`src/sv/acb_pkg.sv`:
```
// ----------------------------------------------------------------------------
// acb_pkg: shared types and constants for the arc to cubic bezier block
// fixed point constants, path command kinds, controller/datapath interface
// ----------------------------------------------------------------------------
`default_nettype none

package acb_pkg;

	localparam int CORDIC_ITERATIONS_DEF = 24;

	// angles are Q5.26, cordic works in Q2.30
	localparam logic [28:0] QUARTER_TURN = 29'd105414357;
	localparam logic [28:0] FULL_TURN    = 29'd421657428;
	localparam logic [28:0] HALF_QUARTER = 29'd52707178;
	// whole number of full turns, keeps the reduction input positive
	localparam logic [32:0] REDUCE_BIAS  = 33'd3373259424;
	localparam logic signed [33:0] CORDIC_GAIN = 34'sd652032874;

	typedef enum logic [1:0] {
		KIND_MOVE  = 2'd0,
		KIND_LINE  = 2'd1,
		KIND_CUBIC = 2'd2
	} seg_kind_t;

	typedef enum logic [1:0] {
		SRC_START = 2'd0,
		SRC_END   = 2'd1,
		SRC_TAN   = 2'd2
	} cordic_src_t;

	typedef struct packed {
		logic        load;
		logic        mod_step;
		logic        sweep_set;
		logic        cordic_start;
		cordic_src_t cordic_src;
		logic        cap_s;
		logic        cap_e;
		logic        mul_num;
		logic        div_start;
		logic        pt_step;
		logic [2:0]  pt_idx;
		logic [1:0]  pt_phase;
		logic        emit_move;
		logic        emit_cubic;
	} acb_cmd_t;

	typedef struct packed {
		logic mod_done;
		logic sweep_zero;
		logic last_seg;
		logic cordic_done;
		logic div_done;
	} acb_stat_t;

	// arctangent of 2^-i in Q2.30
	function automatic logic signed [33:0] atan_step(input logic [5:0] i);
		logic signed [33:0] r;
		r = '0;
		case (i)
			6'd0: r = 34'sd843314857;
			6'd1: r = 34'sd497837829;
			6'd2: r = 34'sd263043837;
			6'd3: r = 34'sd133525159;
			6'd4: r = 34'sd67021687;
			6'd5: r = 34'sd33543516;
			6'd6: r = 34'sd16775851;
			6'd7: r = 34'sd8388437;
			6'd8: r = 34'sd4194283;
			6'd9: r = 34'sd2097149;
			default: begin
				if (i <= 6'd30) r = 34'sd1 <<< (6'd30 - i);
				else r = '0;
			end
		endcase
		return r;
	endfunction

endpackage

`default_nettype wire

```
`src/sv/acb_ctrl.sv`:
```
// ----------------------------------------------------------------------------
// acb_ctrl: sequencer for one arc
// steps the datapath through normalization, trig, divide and point phases
// ----------------------------------------------------------------------------
`default_nettype none

module acb_ctrl import acb_pkg::*; (
	input  wire        clk,
	input  wire        arst_n,
	input  wire        in_valid,
	output logic       in_ready,
	output logic       out_valid,
	input  wire        out_ready,
	input  acb_stat_t  stat,
	output acb_cmd_t   cmd
);

	typedef enum logic [3:0] {
		S_IDLE, S_MOD, S_SC0, S_W0, S_MPTS, S_MEMIT, S_SCE, S_WE,
		S_STAN, S_WT, S_NUM, S_DIVS, S_WD, S_SPTS, S_SEMIT
	} state_t;

	state_t     state_q;
	logic [4:0] cnt_q;
	logic       out_free;

	assign out_free = !out_valid || out_ready;

	always_comb begin
		cmd            = '0;
		cmd.cordic_src = SRC_START;
		cmd.pt_idx     = cnt_q[4:2];
		cmd.pt_phase   = cnt_q[1:0];
		case (state_q)
			S_IDLE:  cmd.load = in_valid && in_ready;
			S_MOD: begin
				cmd.mod_step  = !stat.mod_done;
				cmd.sweep_set = stat.mod_done;
			end
			S_SC0:   cmd.cordic_start = 1'b1;
			S_W0:    cmd.cap_s = stat.cordic_done;
			S_MPTS, S_SPTS: cmd.pt_step = 1'b1;
			S_MEMIT: cmd.emit_move = out_free;
			S_SCE: begin
				cmd.cordic_start = 1'b1;
				cmd.cordic_src   = SRC_END;
			end
			S_WE: begin
				cmd.cordic_src = SRC_END;
				cmd.cap_e      = stat.cordic_done;
			end
			S_STAN: begin
				cmd.cordic_start = 1'b1;
				cmd.cordic_src   = SRC_TAN;
			end
			S_WT:    cmd.cordic_src = SRC_TAN;
			S_NUM: begin
				cmd.cordic_src = SRC_TAN;
				cmd.mul_num    = 1'b1;
			end
			S_DIVS: begin
				cmd.cordic_src = SRC_TAN;
				cmd.div_start  = 1'b1;
			end
			S_SEMIT: cmd.emit_cubic = out_free;
			default: ;
		endcase
	end

	always_ff @(posedge clk or negedge arst_n) begin
		if (!arst_n) begin
			state_q   <= S_IDLE;
			in_ready  <= 1'b1;
			out_valid <= 1'b0;
			cnt_q     <= '0;
		end else begin
			if (out_ready) out_valid <= 1'b0;
			case (state_q)
				S_IDLE: begin
					if (in_valid && in_ready) begin
						in_ready <= 1'b0;
						state_q  <= S_MOD;
					end
				end
				S_MOD:  if (stat.mod_done) state_q <= S_SC0;
				S_SC0:  state_q <= S_W0;
				S_W0: begin
					cnt_q <= '0;
					if (stat.cordic_done) state_q <= S_MPTS;
				end
				S_MPTS: begin
					cnt_q <= cnt_q + 5'd1;
					if (cnt_q == 5'd7) state_q <= S_MEMIT;
				end
				S_MEMIT: begin
					if (out_free) begin
						out_valid <= 1'b1;
						if (stat.sweep_zero) begin
							in_ready <= 1'b1;
							state_q  <= S_IDLE;
						end else begin
							state_q <= S_SCE;
						end
					end
				end
				S_SCE:  state_q <= S_WE;
				S_WE:   if (stat.cordic_done) state_q <= S_STAN;
				S_STAN: state_q <= S_WT;
				S_WT:   if (stat.cordic_done) state_q <= S_NUM;
				S_NUM:  state_q <= S_DIVS;
				S_DIVS: state_q <= S_WD;
				S_WD: begin
					cnt_q <= '0;
					if (stat.div_done) state_q <= S_SPTS;
				end
				S_SPTS: begin
					cnt_q <= cnt_q + 5'd1;
					if (cnt_q == 5'd23) state_q <= S_SEMIT;
				end
				S_SEMIT: begin
					if (out_free) begin
						out_valid <= 1'b1;
						if (stat.last_seg) begin
							in_ready <= 1'b1;
							state_q  <= S_IDLE;
						end else begin
							state_q <= S_SCE;
						end
					end
				end
				default: state_q <= S_IDLE;
			endcase
		end
	end

endmodule

`default_nettype wire

```
`config.mk`:
```
export PLATFORM = sky130hd
export DESIGN_NAME = acb_ctrl
export DESIGN_NICKNAME = d
export VERILOG_FILES = /design/src/sv/acb_pkg.sv /design/src/sv/acb_ctrl.sv
export SDC_FILE = /design/constraint.sdc
export NUM_CORES = 1
export LEC_CHECK = 0
export ABC_AREA = 1
export BUFFER_PORTS_ARGS = -buffer_cell sky130_fd_sc_hd__buf_2
export CAP_MARGIN = 20
export CORE_MARGIN = 10
export CORE_UTILIZATION = 45
export CTS_CLUSTER_SIZE = 14
export DETAILED_ROUTE_END_ITERATION = 10
export PLACE_DENSITY = 0.8
export SYNTH_ARGS = -nofsm -noshare
export SYNTH_HDL_FRONTEND = slang
export SYNTH_SLANG_ARGS = --single-unit
```
`constraint.sdc`:
```
create_clock -name clk -period 2 [get_ports clk]
set_input_delay 0.3 -clock clk [delete_from_list [all_inputs] [get_ports clk]]
set_output_delay 0.3 -clock clk [all_outputs]
set_load 0.01 [all_outputs]
```
==> impl_metrics.yaml <==
clocking:
  clock_tree.htree_level_count: 1
  numClockSinks: 11
  clk_path_buf_depth: 2
  cts_made_buffers: 3
  setup_fix_buffers_added_after_clock_tree_synthesis: 0
  tritoncts_clock_tree: "built"
  cts_root_buffer: "sky130_fd_sc_hd__clkbuf_4"
  clock_latency_ns: 0.27
  clk_transition_reported_paths_ns: 0.08
drt:
  wire_per_inst_um: 12.8
  drt_drc_violations_left: 0
  drt_first_pass_iters: 4
  antenna_violating_nets_post_route: 0
  dr_total_vias: 1072
  initialDrtViolationCount: 44
  sum_of_routed_wire_length_over_all_layers_um: 2760
  detail_route.vias_per_cell: 4.99
die:
  initial_utilization_pct: 48.2
  die_width_um: 66.1
  io-pin-count: 29
  die_h_um: 66.1
  placeableCoreArea_um2: 1980
  fp.dieArea_um2: 4360
  floorplan.rows: 16
power:
  vdd_drop_max_mv: 0.273
  p_leak_nw: 0.688
  p_total_mw: 0.398
  power.density_cell_area_nw_per_um2: 349
critical_path:
  crit_chain: "inv_2 -> nor2_1 -> inv_1 -> o22ai_1 -> buf_2"
  worst_ep_required_time_ns: 1.70
  worstPathArrival_ns: 1.50
  crit_path_top_delay_cell: "sky130_fd_sc_hd__dfrtp_2"
  maximum_cell_stage_delay_along_the_critical_path_ns: 0.48
  maximum_fanout_along_the_worst_path: 9
  worstSetupPathType: "flop to output port"
  worstSetupStartpointType: "flop"
  kind_of_capture_point_of_the_worst_setup_path: "output port"
  worstPathBufferInverterCount: 3
  cp_top_family: "flip-flops"
synth:
  post_synth.cell_area_avg_um2: 6.04
  mappedNetlistArea_um2: 955
  post_synth_main_area_contributors: "sky130_fd_sc_hd__dfrtp_1, sky130_fd_sc_hd__nand2_1, sky130_fd_sc_hd__nor2_1, sky130_fd_sc_hd__inv_1, sky130_fd_sc_hd__nand3_1"
  seq_area_frac_synth_pct: 29.0
  synth_enable_flop_cells: 0
  synth_top_area_cell: "sky130_fd_sc_hd__dfrtp_1"
  yosysWarningCount: 0
  ys_ff_latch: 11
  synth_top_cell_area_share_pct: 26.2
  postSynth.topFlopCell: "sky130_fd_sc_hd__dfrtp_1"
  synthesis.nets: 168
  synth_cells: 158
  asyncSetResetFlopFracSynth_pct: 100
  most_frequent_cell_after_synthesis: "sky130_fd_sc_hd__nand2_1"
  synthDistinctLibCells: 24
  yosys-top-cells-count: "sky130_fd_sc_hd__nand2_1, sky130_fd_sc_hd__nor2_1, sky130_fd_sc_hd__inv_1"
global_route:
  grt.total_usage_pct: 13.2
  number_of_global_route_vias_before_repair: 1044
  globalRouteOverflowTotal: 0
  global_route_wire_length_before_repair_um: 4660
  grt_max_degree: 12
  grt_antenna_before_repair: 0
timing:
  finalCritPeriodShare_pct: 89.9
  fmaxAchievable_ghz: 0.556
  fin_tns_setup_ns: 0
  timing.final.hold_violations: 0
  report.final.slew_viol_count: 0
  setup_viol: 0
  relative_slew_margins_pct: 77.7
  grt_setup_unrepaired: "false"
  skew_ns: 0.00686
  finalCriticalPeriod_ns: 1.80
  timing_worst_slew_pin_value_ns: 0.335
placement:
  placedCellCount: 210
  post-dp-hpwl_um: 2270
  postPlaceCellArea_um2: 1100
  gp_weighted_congestion: 0.907
  portBuffers: 28
cells_and_area:
  final_cell_area_um2: 1140
  area_added_between_synthesis_and_finish_pct: 19.4
  drive_gt1_share_pct: 26.1
  nets: 199
  fin_cells: 215
  antenna-diode-count: 0
status:
  run_status: "finished, final reports clean"
flow_run:
  maxCapViolCount: 0
worst_hold_path:
  timing.hold.worst.class: "primary input to flop"
[tightest hold or removal path: cells and delay by family]
kind,cells,cell delay (ns)
buf+inv,2,0.16
simple gates,2,0.12
[per-layer routing]
layer / share of wire [%] / wire (um) / vias up / global-route usage, %
met3: 4.8 / 132 / 2 / 5.08
met2: 55 / 1520 / 24 / 23.9
met4: 0.33 / 9 / 0 / 2.36
li1: - / - / 551 / -
met1: 40 / 1100 / 495 / 14.2
met5: 0 / 0 / - / 0
[state kept, by name, indices dropped and copies added (netlist names)]
name	count
out_valid	1
state_q	4
cnt_q	5
in_ready	1
[area by class of cell]
cell class	instances	area [um2]
fill	203	842
multi-input combinational	117	551
sequential	11	278
timing repair buffer	29	150
inverter	27	101
tap	27	33.8
clock buffer	4	26.3
[through the flow]
step                      hold WS, ns  worst slack, ns  utilization, %
after floorplan               0.00441            0.615               -
after global placement          0.185            0.499            55.6
after detailed placement        0.186            0.429            55.6
after CTS                       0.323            0.112            57.4
after global routing            0.332           0.0625            57.5
final                           0.332            0.201            57.5
[repair_timing]
| item | CTS | global route |
|---|---|---|
| endpoints found under the setup margin | 0 | 2 |
| endpoints found under the hold margin | 10 | 0 |
| gates resized for setup | 0 | 1 |
| hold buffers | 1 | 0 |
[cell families (layout without fill, tap and decap cells)]
logic type	Yosys count	count (layout)	synth area share (%)
AO/OA/AOI/OAI	12	12	7.34
XOR/XNOR	1	1	0.918
adder cells (fa/ha/maj)	1	1	1.31
buffers and inverters	30	60	13.4
flip-flops	11	11	29.0
AND/OR/NAND/NOR	103	103	48.1
[cell usage in the layout, fill, tap and decap left out, drive strengths merged]
master,count
nand4,5
dfrtp,10
xor2,1
dfstp,1
nand2,54
nor2,29
inv,27
ha,1
o32ai,1
nand3,14
clkbuf,4
buf,28
nor4,1
o2111ai,1
a21oi,1
o21ai,7
dlygate4sd3,1
o22ai,2
[power by group]
group	total (mW)	switching (mW)	internal, mW
registers	0.222	0.0000000000000000476	0.222
logic	0.0170	0.00953	0.00745
clock network	0.158	0.0810	0.0773
total	0.398	0.0905	0.307
[worst paths after layout]
kind / from / end / slack [ns] / depth (start not counted)
worst max-delay path: state_q[3]$_DFFE_PN0P_ / cmd[14] / 0.20 / 5
worst min-delay path: out_ready / out_valid$_DFF_PN0_ / 0.33 / 4
worst max register to register: cnt_q[0]$_DFFE_PN0P_ / state_q[2]$_DFFE_PN0P_ / 0.51 / 10
worst min register to register: in_ready$_DFFE_PN1P_ / in_ready$_DFFE_PN1P_ / 0.47 / 2
max in group asynchronous: arst_n / in_ready$_DFFE_PN1P_ / 1.30 / 2
min in group asynchronous: arst_n / state_q[0]$_DFFE_PN0P_ / 0.42 / 2
Note: power is estimated with default switching activity, not from simulation.
